## src/sv/command_frame_sync_hunter_unit_macros.svh

```systemverilog
// assertion macros for the command frame sync hunter unit
`ifndef COMMAND_FRAME_SYNC_HUNTER_UNIT_MACROS_SVH
`define COMMAND_FRAME_SYNC_HUNTER_UNIT_MACROS_SVH

// checked only while out of reset
`define CFSH_ASSERT(label, prop, msg) \
  label: assert property (@(posedge clk_i) disable iff (!rst_ni) (prop)) else $error(msg);

// checked at every edge, reset included
`define CFSH_ASSERT_ALWAYS(label, prop, msg) \
  label: assert property (@(posedge clk_i) (prop)) else $error(msg);

`endif

```

## src/sv/cfsh_pkg.sv

```systemverilog
// types, constants and the checksum function of the command frame sync hunter
`default_nettype none

package cfsh_pkg;

  localparam int BYTE_W       = 8;
  localparam int FRAME_BYTES  = 4;
  localparam int DEVICE_SLOTS = 8;
  localparam int SLOT_COUNT   = 8;
  localparam int SLOT_IDX_W   = 3;
  localparam int CFG_IDX_W    = 4;
  localparam int SLOT_W       = 9;
  localparam int FILL_W       = 3;
  localparam int WIN_IDX_W    = 2;

  localparam logic [FILL_W-1:0]    FILL_FULL  = FILL_W'(FRAME_BYTES);
  localparam logic [CFG_IDX_W-1:0] SLOT_LIMIT = CFG_IDX_W'(SLOT_COUNT);
  localparam logic [BYTE_W:0]      CSUM_FOLD  = 9'd255;

  typedef logic [FRAME_BYTES-1:0][BYTE_W-1:0] window_t;

  typedef struct packed {
    logic              used;
    logic [BYTE_W-1:0] id;
  } slot_t;

  typedef struct packed {
    logic                 we;
    logic [CFG_IDX_W-1:0] idx;
    logic [SLOT_W-1:0]    wdata;
  } cfg_wr_t;

  typedef struct packed {
    logic [BYTE_W-1:0] rx_byte;
    logic              restart_hunt;
  } in_t;

  typedef struct packed {
    logic              frame_found;
    logic [BYTE_W-1:0] target_id;
    logic [BYTE_W-1:0] command_code;
    logic [BYTE_W-1:0] aux_first;
    logic [BYTE_W-1:0] aux_second;
  } out_t;

  // 8-bit add with end-around carry over the frame bytes
  function automatic logic [BYTE_W-1:0] frame_sum(input window_t w);
    logic [BYTE_W:0] acc;
    acc = '0;
    for (int k = 0; k < FRAME_BYTES; k++) begin
      acc = {1'b0, acc[BYTE_W-1:0]} + {1'b0, w[k]};
      if (acc > CSUM_FOLD) begin
        acc = acc - CSUM_FOLD;
      end
    end
    return acc[BYTE_W-1:0];
  endfunction

endpackage

`default_nettype wire

```

## src/sv/cfsh_in_if.sv

```systemverilog
// received byte channel
`default_nettype none

interface cfsh_in_if;
  logic          valid;
  logic          ready;
  cfsh_pkg::in_t payload;

  modport source (output valid, output payload, input ready);
  modport sink (input valid, input payload, output ready);
endinterface

`default_nettype wire

```

## src/sv/cfsh_out_if.sv

```systemverilog
// frame result channel
`default_nettype none

interface cfsh_out_if;
  logic           valid;
  logic           ready;
  cfsh_pkg::out_t payload;

  modport source (output valid, output payload, input ready);
  modport sink (input valid, input payload, output ready);
endinterface

`default_nettype wire

```

## src/sv/cfsh_slot_match.sv

```systemverilog
// device slot registers and the active device identifier compare
`default_nettype none

module cfsh_slot_match (
  input  wire logic                          clk_i,
  input  wire logic                          rst_ni,
  input  wire cfsh_pkg::cfg_wr_t             cfg_i,
  input  wire logic [cfsh_pkg::BYTE_W-1:0]   probe_id_i,
  output logic                               hit_o
);

  cfsh_pkg::slot_t [cfsh_pkg::SLOT_COUNT-1:0] slot_q;

  always_ff @(posedge clk_i or negedge rst_ni) begin
    if (!rst_ni) begin
      slot_q <= '0;
    end else if (cfg_i.we && (cfg_i.idx < cfsh_pkg::SLOT_LIMIT)) begin
      slot_q[cfg_i.idx[cfsh_pkg::SLOT_IDX_W-1:0]] <= cfsh_pkg::slot_t'(cfg_i.wdata);
    end
  end

  always_comb begin
    hit_o = 1'b0;
    for (int s = 0; s < cfsh_pkg::DEVICE_SLOTS; s++) begin
      if (slot_q[s].used && (slot_q[s].id == probe_id_i)) begin
        hit_o = 1'b1;
      end
    end
  end

endmodule

`default_nettype wire

```

## src/sv/command_frame_sync_hunter_unit.sv

```systemverilog
// command frame sync hunter: four-byte window, device match and checksum check
// a byte moves from the input register into the result register, where its result waits to be taken
// throughput: one byte per cycle while results are taken; the window update closes within the cycle a byte leaves
// the input register, so back-to-back bytes never wait on each other
// reset: window emptied, device slots cleared to unused, both pipeline registers empty
`default_nettype none
`include "command_frame_sync_hunter_unit_macros.svh"

module command_frame_sync_hunter_unit (
  input  wire logic                             clk_i,
  input  wire logic                             rst_ni,
  cfsh_in_if.sink                               in_i,
  cfsh_out_if.source                            out_o,
  input  wire logic                             cfg_we_i,
  input  wire logic [cfsh_pkg::CFG_IDX_W-1:0]   cfg_idx_i,
  input  wire logic [cfsh_pkg::SLOT_W-1:0]      cfg_wdata_i
);

  logic                              s1_valid_q, s1_valid_d;
  cfsh_pkg::in_t                     s1_q;
  logic                              out_valid_q, out_valid_d;
  cfsh_pkg::out_t                    out_q, out_d;
  cfsh_pkg::window_t                 win_q, win_d;
  logic [cfsh_pkg::FILL_W-1:0]       fill_q, fill_d;
  logic [cfsh_pkg::FILL_W-1:0]       fill_eff;
  logic                              in_ready, advance, s1_fire, in_fire;
  logic                              full, dev_hit, frame_hit;
  cfsh_pkg::cfg_wr_t                 cfg_wr;

  assign cfg_wr = '{we: cfg_we_i, idx: cfg_idx_i, wdata: cfg_wdata_i};

  cfsh_slot_match u_slot_match (
    .clk_i      (clk_i),
    .rst_ni     (rst_ni),
    .cfg_i      (cfg_wr),
    .probe_id_i (win_q[0]),
    .hit_o      (dev_hit)
  );

  // handshake: result register frees when empty or taken
  assign advance  = !out_valid_q || out_o.ready;
  assign in_ready = !s1_valid_q || advance;
  assign s1_fire  = s1_valid_q && advance;
  assign in_fire  = in_i.valid && in_ready;

  assign in_i.ready    = in_ready;
  assign out_o.valid   = out_valid_q;
  assign out_o.payload = out_q;

  assign fill_eff  = s1_q.restart_hunt ? '0 : fill_q;
  assign full      = (fill_eff == cfsh_pkg::FILL_FULL);
  assign frame_hit = full && dev_hit && (cfsh_pkg::frame_sum(win_q) == s1_q.rx_byte);

  always_comb begin
    win_d  = win_q;
    fill_d = fill_eff;
    out_d  = '0;
    if (frame_hit) begin
      fill_d             = '0;
      out_d.frame_found  = 1'b1;
      out_d.target_id    = win_q[0];
      out_d.command_code = win_q[1];
      out_d.aux_first    = win_q[2];
      out_d.aux_second   = win_q[3];
    end else if (full) begin
      // slide by one byte
      for (int k = 0; k < cfsh_pkg::FRAME_BYTES - 1; k++) begin
        win_d[k] = win_q[k+1];
      end
      win_d[cfsh_pkg::FRAME_BYTES-1] = s1_q.rx_byte;
    end else begin
      win_d[fill_eff[cfsh_pkg::WIN_IDX_W-1:0]] = s1_q.rx_byte;
      fill_d = fill_eff + 3'd1;
    end
  end

  assign s1_valid_d  = in_ready ? in_i.valid : s1_valid_q;
  assign out_valid_d = advance ? s1_valid_q : out_valid_q;

  always_ff @(posedge clk_i or negedge rst_ni) begin
    if (!rst_ni) begin
      s1_valid_q  <= 1'b0;
      out_valid_q <= 1'b0;
      fill_q      <= '0;
    end else begin
      s1_valid_q  <= s1_valid_d;
      out_valid_q <= out_valid_d;
      if (s1_fire) begin
        fill_q <= fill_d;
      end
    end
  end

  always_ff @(posedge clk_i) begin
    if (in_fire) begin
      s1_q <= in_i.payload;
    end
    if (s1_fire) begin
      out_q <= out_d;
      win_q <= win_d;
    end
  end

  `CFSH_ASSERT_ALWAYS(a_fill_range, !rst_ni || (fill_q <= cfsh_pkg::FILL_FULL), "fill count beyond frame")
  `CFSH_ASSERT(a_hit_empties, s1_fire && frame_hit |=> fill_q == '0, "window kept after frame")
  `CFSH_ASSERT(a_append_grows, s1_fire && !frame_hit && !full |=> fill_q == $past(fill_eff) + 3'd1, "append did not grow window")
  `CFSH_ASSERT(a_miss_zero, out_valid_q && !out_q.frame_found |-> out_q.target_id == '0 && out_q.aux_second == '0, "no-frame result not cleared")
  `CFSH_ASSERT(a_hit_full, frame_hit |-> fill_eff == cfsh_pkg::FILL_FULL && dev_hit, "frame reported on partial window")

endmodule

`default_nettype wire

```

## src/flat_wrapper.sv

```systemverilog
// flat-port wrapper written by rule: the top's interface ports become plain ports
module command_frame_sync_hunter_unit_flat 
  (clk_i, rst_ni, cfg_we_i, cfg_idx_i, cfg_wdata_i, in_i_valid, in_i_payload, in_i_ready, out_o_valid, out_o_payload, out_o_ready);
  cfsh_in_if in_i_i ();
  cfsh_out_if out_o_i ();
  input  wire logic clk_i;
  input  wire logic rst_ni;
  input  wire logic cfg_we_i;
  input  wire logic [cfsh_pkg::CFG_IDX_W-1:0] cfg_idx_i;
  input  wire logic [cfsh_pkg::SLOT_W-1:0] cfg_wdata_i;
  input wire logic [$bits(in_i_i.valid)-1:0] in_i_valid;
  input wire logic [$bits(in_i_i.payload)-1:0] in_i_payload;
  output wire logic [$bits(in_i_i.ready)-1:0] in_i_ready;
  output wire logic [$bits(out_o_i.valid)-1:0] out_o_valid;
  output wire logic [$bits(out_o_i.payload)-1:0] out_o_payload;
  input wire logic [$bits(out_o_i.ready)-1:0] out_o_ready;
  assign in_i_i.valid = in_i_valid;
  assign in_i_i.payload = in_i_payload;
  assign in_i_ready = in_i_i.ready;
  assign out_o_valid = out_o_i.valid;
  assign out_o_payload = out_o_i.payload;
  assign out_o_i.ready = out_o_ready;
  command_frame_sync_hunter_unit u_core (.clk_i(clk_i), .rst_ni(rst_ni), .in_i(in_i_i), .out_o(out_o_i), .cfg_we_i(cfg_we_i), .cfg_idx_i(cfg_idx_i), .cfg_wdata_i(cfg_wdata_i));
endmodule
```

## config.mk

```make
export PLATFORM = sky130hd
export DESIGN_NAME = command_frame_sync_hunter_unit_flat
export DESIGN_NICKNAME = d
export VERILOG_FILES = /design/src/sv/cfsh_pkg.sv /design/src/sv/cfsh_in_if.sv /design/src/sv/cfsh_out_if.sv /design/src/sv/cfsh_slot_match.sv /design/src/sv/command_frame_sync_hunter_unit.sv /design/src/flat_wrapper.sv
export VERILOG_INCLUDE_DIRS = /design/src /design/src/sv
export SDC_FILE = /design/constraint.sdc
export NUM_CORES = 1
export LEC_CHECK = 0
export BUFFER_PORTS_ARGS = -buffer_cell sky130_fd_sc_hd__buf_2
export CORE_MARGIN = 10
export CORE_UTILIZATION = 39
export DETAILED_ROUTE_END_ITERATION = 6
export PLACE_DENSITY_LB_ADDON = 0.3
export SLEW_MARGIN = 10
export SYNTH_ARGS = -nofsm -noshare
export SYNTH_HDL_FRONTEND = slang
export SYNTH_HIERARCHICAL = 1
export SYNTH_SLANG_ARGS = --single-unit
```

## constraint.sdc

```tcl
create_clock -name clk_i -period 8.4 [get_ports clk_i]
set_input_delay 1.68 -clock clk_i [delete_from_list [all_inputs] [get_ports clk_i]]
set_output_delay 1.68 -clock clk_i [all_outputs]
set_load 0.05 [all_outputs]
```

# Word level (Yosys, flattened, before mapping)

Index checks and enable logic that the tools add are counted.
Widths: inputs -> output; s select.

Output and inout port bits: 35
Register bits: 151
Logic and storage cells: 101
Input port bits: 27

Bitwise gates (word level): 1
Add/subtract/negate cells: 8
$lt $le $gt $ge: 9
Eq/ne operators: 10
Multiplexer cells: 23
Reduce and logical (&&, ||, !) cells: 20

Operator list:

| operator            | count |
|---|---|
| $bwmux 72           | 1 |
| $eq 8x8->1          | 9 |
| $mux 8              | 5 |
| $mux 33             | 1 |
| $bwmux 32           | 1 |
| $mux 32             | 1 |
| $sub 8x8->8 const B | 4 |
| $add 8x8->9         | 3 |
| $demux 9 s3         | 1 |
| $gt 9x8->1 const B  | 3 |
| $demux 8 s2         | 1 |
| $logic_and 1x1->1   | 15 |
| $mux 3              | 3 |
| $mux 9              | 1 |
| $gt 8x8->1 const B  | 1 |
| $mux 1              | 8 |
| $lt 3x4->1 const B  | 1 |
| $lt 4x4->1 const B  | 1 |
| $add 3x1->3 const B | 1 |
| $eq 3x3->1 const B  | 1 |
| $ge 3x1->1 const B  | 1 |
| $lt 2x3->1 const B  | 1 |
| $ge 2x1->1 const B  | 1 |
| $logic_not 1->1     | 2 |
| other kinds (3)     | 4 |

# Logic depth before layout (Yosys ltp)

Word-level depth: 15
Mapped depth: 34
Gate-level depth less buffers: 32

# Cells and area by module

The synthesis kept the hierarchy.

By module, submodules not included:

| module                         | times used | area each (µm²) | cells an instance | sequential area each (µm²) |
|---|---|---|---|---|
| command_frame_sync_hunter_unit | 1          | 4973.5          | 465               | 2347.3 |
| cfsh_slot_match                | 1          | 3527.1          | 259               | 1801.7 |

# Least setup slack after synthesis

No wires, ideal clock.

Path type: reg2reg
From: reg u_core/win_q[0] in the netlist's numbering
To: reg u_core/win_q[0] in the netlist's numbering (enable)
Stages on the path, launching flop included: 32
Arrival: 8.025 ns
Buffers on the path: 1
Required time: 8.015 ns
Setup slack: -0.010 ns
Setup time: 0.385 ns
Clock period less this slack: 8.410 ns
Cell sequence: edfxtp_1 ha_1 inv_1 fa_1 nor2b_1 o21a_1 o21ai_0 a21oi_1 a211oi_1 nand3_1 o31ai_1 o21ai_0 ha_1 a21o_1 a21o_1 a21o_1 a2111oi_0 nor3_1 xnor2_1 o31ai_1 mux2_2 fa_1 nand3_1 nand2_1 a2111oi_4 nand3_2 o31ai_2 mux2i_1 or3_4 nor3_4 buf_6 nor3b_1

Word-level cells in the longest chain between the ends: 15
Elaborated cells between the ends (all ways): 44
Classes of those cells: add/sub: 7; order compare: 4; eq/ne: 9; mux: 12; bitwise: 1; reduce/logical: 11

RTL lines:

| item                                             | line                                  | source |
|---|---|---|
| from (decl)                                      | command_frame_sync_hunter_unit.sv:23  | `cfsh_pkg::window_t win_q, win_d;` |
| from (signal assigned)                           | command_frame_sync_hunter_unit.sv:100 | `win_q <= win_d;` |
| $sub 8x8->8 / $gt 8x8->1 (equally long branches) | cfsh_pkg.sv:53, cfsh_pkg.sv:52        |  |
| $mux 8                                           | cfsh_pkg.sv:52                        | `if (acc > CSUM_FOLD) begin` |
| $add 8x8->9                                      | cfsh_pkg.sv:51                        | `acc = {1'b0, acc[BYTE_W-1:0]} + {1'b0, w[k]};` |
| $sub 8x8->8 / $gt 9x8->1 (equally long branches) | cfsh_pkg.sv:53, cfsh_pkg.sv:52        |  |
| $mux 8                                           | cfsh_pkg.sv:52                        |  |
| $add 8x8->9                                      | cfsh_pkg.sv:51                        |  |
| $sub 8x8->8 / $gt 9x8->1 (equally long branches) | cfsh_pkg.sv:53, cfsh_pkg.sv:52        |  |
| $mux 8                                           | cfsh_pkg.sv:52                        |  |
| $add 8x8->9                                      | cfsh_pkg.sv:51                        |  |
| $sub 8x8->8 / $gt 9x8->1 (equally long branches) | cfsh_pkg.sv:53, cfsh_pkg.sv:52        |  |
| $mux 8                                           | cfsh_pkg.sv:52                        |  |
| $eq 8x8->1                                       | command_frame_sync_hunter_unit.sv:52  | `assign frame_hit = full && dev_hit && (cfsh_pkg::frame_sum(win_q) == s1_q.rx_byte);` |
| $logic_and 1x1->1 (*)                            | command_frame_sync_hunter_unit.sv:52  |  |
| via u_core.frame_hit                             | command_frame_sync_hunter_unit.sv:27  | `logic full, dev_hit, frame_hit;` |
| $not 1->1 (no source line) (*)                   | --                                    |  |
| $reduce_and 2->1 (no source line) (*)            | --                                    |  |

The timed path passes the listed nets; every way through them passes the cells marked *.
A chain may end at the register's enable or synchronous reset.

# Worst setup path in the final report

From: reg u_core/win_q[8] in the netlist's numbering
To: reg u_core/win_q[2] in the netlist's numbering (enable)

Word-level cells in the longest chain between the ends: 13
Elaborated cells between the ends (all ways): 16
Classes of those cells: add/sub: 6; order compare: 3; eq/ne: 1; mux: 3; bitwise: 1; reduce/logical: 2

RTL lines:

| item                                             | line |
|---|---|
| $add 8x8->9 (*)                                  | cfsh_pkg.sv:51 |
| $sub 8x8->8 / $gt 9x8->1 (equally long branches) | cfsh_pkg.sv:53, cfsh_pkg.sv:52 |
| $mux 8 (*)                                       | cfsh_pkg.sv:52 |
| $add 8x8->9 (*)                                  | cfsh_pkg.sv:51 |
| $sub 8x8->8 / $gt 9x8->1 (equally long branches) | cfsh_pkg.sv:53, cfsh_pkg.sv:52 |
| $mux 8 (*)                                       | cfsh_pkg.sv:52 |
| $add 8x8->9 (*)                                  | cfsh_pkg.sv:51 |
| $sub 8x8->8 / $gt 9x8->1 (equally long branches) | cfsh_pkg.sv:53, cfsh_pkg.sv:52 |
| $mux 8 (*)                                       | cfsh_pkg.sv:52 |
| $eq 8x8->1 (*)                                   | command_frame_sync_hunter_unit.sv:52 |
| $logic_and 1x1->1 (*)                            | command_frame_sync_hunter_unit.sv:52 |
| $not 1->1 (no source line) (*)                   | -- |
| $reduce_and 2->1 (no source line) (*)            | -- |

Mark *: on every way between the ends. The rest lies on a longest branch, timed or not.

==> reports/metrics.yaml <==
floorplanning:
  dieWidth_um: 168
  placementRows: 53
  start_util_pct: 40.1
  design.die.area_um2: 28100
  die_height_um: 168
  boundaryPins: 62
  fp.coreArea_um2: 21200
power_and_ir_drop:
  power.combinational.fraction_pct: 50.4
  powerDensity_nw_per_um2: 362
  clkPwrFrac_pct: 22.7
  p_sw_share_pct: 39.7
  p_leak_nw: 4.21
  internal_power_w: 0.00218
  worst_ir_drop_vdd_mv: 0.236
  net-switching-power_w: 0.00144
  sequentialPowerShare_pct: 26.9
drt:
  avgViaCountPerCell: 5.13
  ant_nets: 0
  detailed_router_iteration_count_before_antenna_repair: 5
  drt_iter0_markers: 346
  vias_after_detailed_routing: 5632
  drt_drc_violations_left: 0
  post_drt_wl_per_cell_um: 18.0
  finalWirelength_um: 19700
synth:
  seq_area_frac_synth_pct: 48.8
  number_of_enable_flip_flop_cells_after_synthesis: 74
  flip_flop_and_latch_count_after_synthesis: 151
  synth_ff_type: "sky130_fd_sc_hd__dfrtp_1"
  avgSynthCellArea_um2: 11.7
  async_flop_share_pct: 51.0
  synth_warnings: 6
  syn-instance-count: 724
  synthesized_net_count: 790
  synth_area_um2: 8500
  number_of_different_library_cells_in_the_post_synthesis_netlist: 66
global_routing:
  grt_start_max_net_pins: 78
  globalRoute.totalOverflow: 0
  grt_antenna_before_repair: 0
  via_count_of_the_first_global_routing_pass: 5617
  grtUsageTotal_pct: 13.9
  grt_first_pass_wirelength_um: 31300
min_path:
  hold_path.class: "flip-flop to flip-flop"
  timing.hold.worst_endpoint: "u_core/fill_q[1]"
  hold_depth: 2
  hold_start: "u_core/fill_q[1]"
clocking:
  clk_pin_slew_worst_paths_ns: 0.07
  cts_max_path_buffers: 2
  insertion_delay_of_the_later_clocked_pin_in_the_worst_skew_pair_ns: 0.43
  htree_levels: 4
  post_cts_hold_buffer_count: 0
  clockRootBuffer: "sky130_fd_sc_hd__clkbuf_16"
  tritoncts.num_buffers: 17
  cts.sink_count: 151
  cts_tree: "built"
run_status:
  status: "finished, final reports clean"
placement:
  post-place-cells: 1058
  dp_hpwl_um: 14000
  port_buffers: 61
  gp_routability_congestion: 0.849
  dpl-instance-area_um2: 9150
setup_path:
  reg2reg_to: "u_core/win_q[2]"
  setup.reg_to_reg.worst_slack_ns: 0.39
  critical_path_buf_inv_count: 5
  worst_path_largest_cell_delay_ns: 0.63
  critical_path.slowest_cell: "sky130_fd_sc_hd__fa_2"
  cp-end-kind: "flip-flop"
  path_max_fanout: 11
  critPathRequiredTime_ns: 8.58
  critPathArrivalTime_ns: 8.20
  cp_top_delay_family: "compound AO/OA/AOI/OAI gates"
  crit_path_start_kind: "flip-flop"
  timing.rr.start: "u_core/win_q[8]"
  reg2regPathDepth: 34
  kind_of_critical_path: "flip-flop to flip-flop"
sta:
  slew_viol_final: 0
  slew_headroom_pct: 33.9
  finalHoldViolations: 0
  final.setup_skew_ns: 0.0134
  worstMarginPinSlew_ns: 0.992
  post-route-period-util_pct: 95.4
  fmax_mhz: 125
  layout_min_cycle_time_ns: 8.01
  worst_hold_slack_ns: 0.490
  totalNegativeSetupSlack_ns: 0
  setup_viol_count_final: 0
finish:
  multi_input_comb_area_um2: 4240
  inserted_diodes: 0
  post-route-util_pct: 47.0
  fin_nets: 875
  growth_of_design_area_from_synthesis_to_finish_pct: 17.3
  num-fill-cells: 1966
  layout-drive-gt1-share_pct: 29.3
  regArea_um2: 4150
  final_cell_count_no_fill: 1097
  design_area_um2: 9970
flow_run:
  max_cap_violations: 0
-- kinds of logic (layout without fill, tap and decap cells) --
logic type | Yosys count | count (layout) | share of synthesized area, %
AO/OA/AOI/OAI | 77 | 77 | 6.73
XOR/XNOR | 100 | 100 | 10.4
adder cells (fa/ha/maj) | 39 | 39 | 6.01
buffers and inverters | 37 | 135 | 2.68
flip-flops | 151 | 151 | 48.8
multiplexers | 75 | 75 | 9.91
AND/OR/NAND/NOR | 245 | 245 | 15.5
-- routing by layer --
layer / wire length [um] / part of all wire [%] / up-vias / global-route usage (%)
li1: - / - / 2749 / -
met1: 9910 / 50 / 2759 / 19.9
met2: 8740 / 44 / 118 / 20.4
met3: 928 / 4.7 / 6 / 3.11
met4: 125 / 0.63 / 0 / 4.09
met5: 0 / 0 / - / 0
-- power groups by stage --
stage / Combinational [W] / Clock (W) / Sequential (W)
global route: 0.00201 / 0.000866 / 0.000982
detailed placement: 0.00163 / 0 / 0.000984
global placement: 0.00163 / 0 / 0.000980
finish: 0.00182 / 0.000820 / 0.000970
floorplan: 0.00125 / 0 / 0.00100
CTS: 0.00164 / 0.000839 / 0.000970
-- cells in the mapped netlist (all sizes together) (2+ instances only) --
cell	count	area share [%]
nor2	19	0.96
inv	12	0.53
or3	2	0.21
nand3b	5	0.44
ha	36	5.3
nand4	9	0.74
nor3	20	1.3
a21oi	18	1.1
buf	18	1.8
a221o	2	0.25
a211oi	3	0.32
and3	10	0.74
a21o	8	0.72
nor2b	11	0.81
xor2	66	6.9
xnor2	34	3.5
mux2i	2	0.24
clkbuf	7	0.31
nand2b	9	0.66
nand2	72	3.2
a31oi	4	0.29
dfrtp	77	23
fa	3	0.71
nor3b	5	0.56
o21ai	14	0.82
o31ai	4	0.41
a2111oi	2	0.43
edfxtp	74	26
and2	34	2.6
nand3	32	1.9
mux2	73	9.7
a21boi	8	0.71
nor4	14	1.0
o21a	2	0.18
o211ai	2	0.18
-- how the worst max path moves through the flow --
stage,from,endpoint,cells past startpoint
after floorplan,u_core/win_q[0],u_core/win_q[10],31
after global placement,u_core/win_q[0],u_core/win_q[25],32
after detailed placement,u_core/win_q[8],u_core/win_q[27],32
after CTS,u_core/win_q[8],u_core/win_q[2],36
after global routing,u_core/win_q[8],u_core/win_q[2],37
final,u_core/win_q[8],u_core/win_q[2],34
-- flip-flops by register name, indices dropped and copies added (netlist names) --
| signal | flops |
|---|---|
| u_core/fill_q | 3 |
| u_core/out_o.payload | 33 |
| u_core/out_o.valid | 1 |
| u_core/s1_q | 9 |
| u_core/s1_valid_q | 1 |
| u_core/u_slot_match/slot_q | 72 |
| u_core/win_q | 32 |
-- cell type report --
type	count	share of cell area, %
Multi-Input combinational cell	536	42.5
Sequential cell	151	41.6
Timing Repair Buffer	91	5.60
Clock buffer	19	4.56
Tap cell	275	3.45
Clock inverter	13	1.79
Inverter	12	0.452
-- metrics by stage --
step / setup slack (ns) / power (W)
floorplan: 0.0319 / 0.00225
global placement: -0.0000444 / 0.00261
detailed placement: -0.0867 / 0.00261
CTS: 0.0963 / 0.00345
global route: -0.0963 / 0.00386
finish: 0.385 / 0.00361
-- placed cells by master (no fill, tap or decap), types with 7 or more instances in the layout --
cell type	n
sky130_fd_sc_hd__o21ai_0	11
sky130_fd_sc_hd__buf_2	60
sky130_fd_sc_hd__nor4_1	14
sky130_fd_sc_hd__clkbuf_16	19
sky130_fd_sc_hd__ha_1	34
sky130_fd_sc_hd__mux2_2	73
sky130_fd_sc_hd__and3_1	10
sky130_fd_sc_hd__buf_4	29
sky130_fd_sc_hd__nand2b_1	9
sky130_fd_sc_hd__xor2_1	63
sky130_fd_sc_hd__nand3_1	31
sky130_fd_sc_hd__nand2_1	71
sky130_fd_sc_hd__and2_1	23
sky130_fd_sc_hd__nor3_1	15
sky130_fd_sc_hd__a21oi_1	18
sky130_fd_sc_hd__edfxtp_1	74
sky130_fd_sc_hd__nor2b_1	11
sky130_fd_sc_hd__a21boi_0	8
sky130_fd_sc_hd__a21o_1	7
sky130_fd_sc_hd__xnor2_1	33
sky130_fd_sc_hd__inv_1	12
sky130_fd_sc_hd__nor2_1	17
sky130_fd_sc_hd__and2_2	10
sky130_fd_sc_hd__dfrtp_1	77
sky130_fd_sc_hd__nand4_1	8
-- repair_timing --
item / 4_1_cts / 5_1_grt
setup buffers: 0 / 6
pin swaps: 0 / 9
gates resized for setup: 3 / 22
setup endpoints to repair: 16 / 67
cloned: 0 / 1
-- tightest hold or removal path: cells and delay by family (launching register included) --
kind	cells	cell delay (ns)
compound gates	1	0.05
simple gates	1	0.05
flops	1	0.35
(Power assumes the default switching activity.)
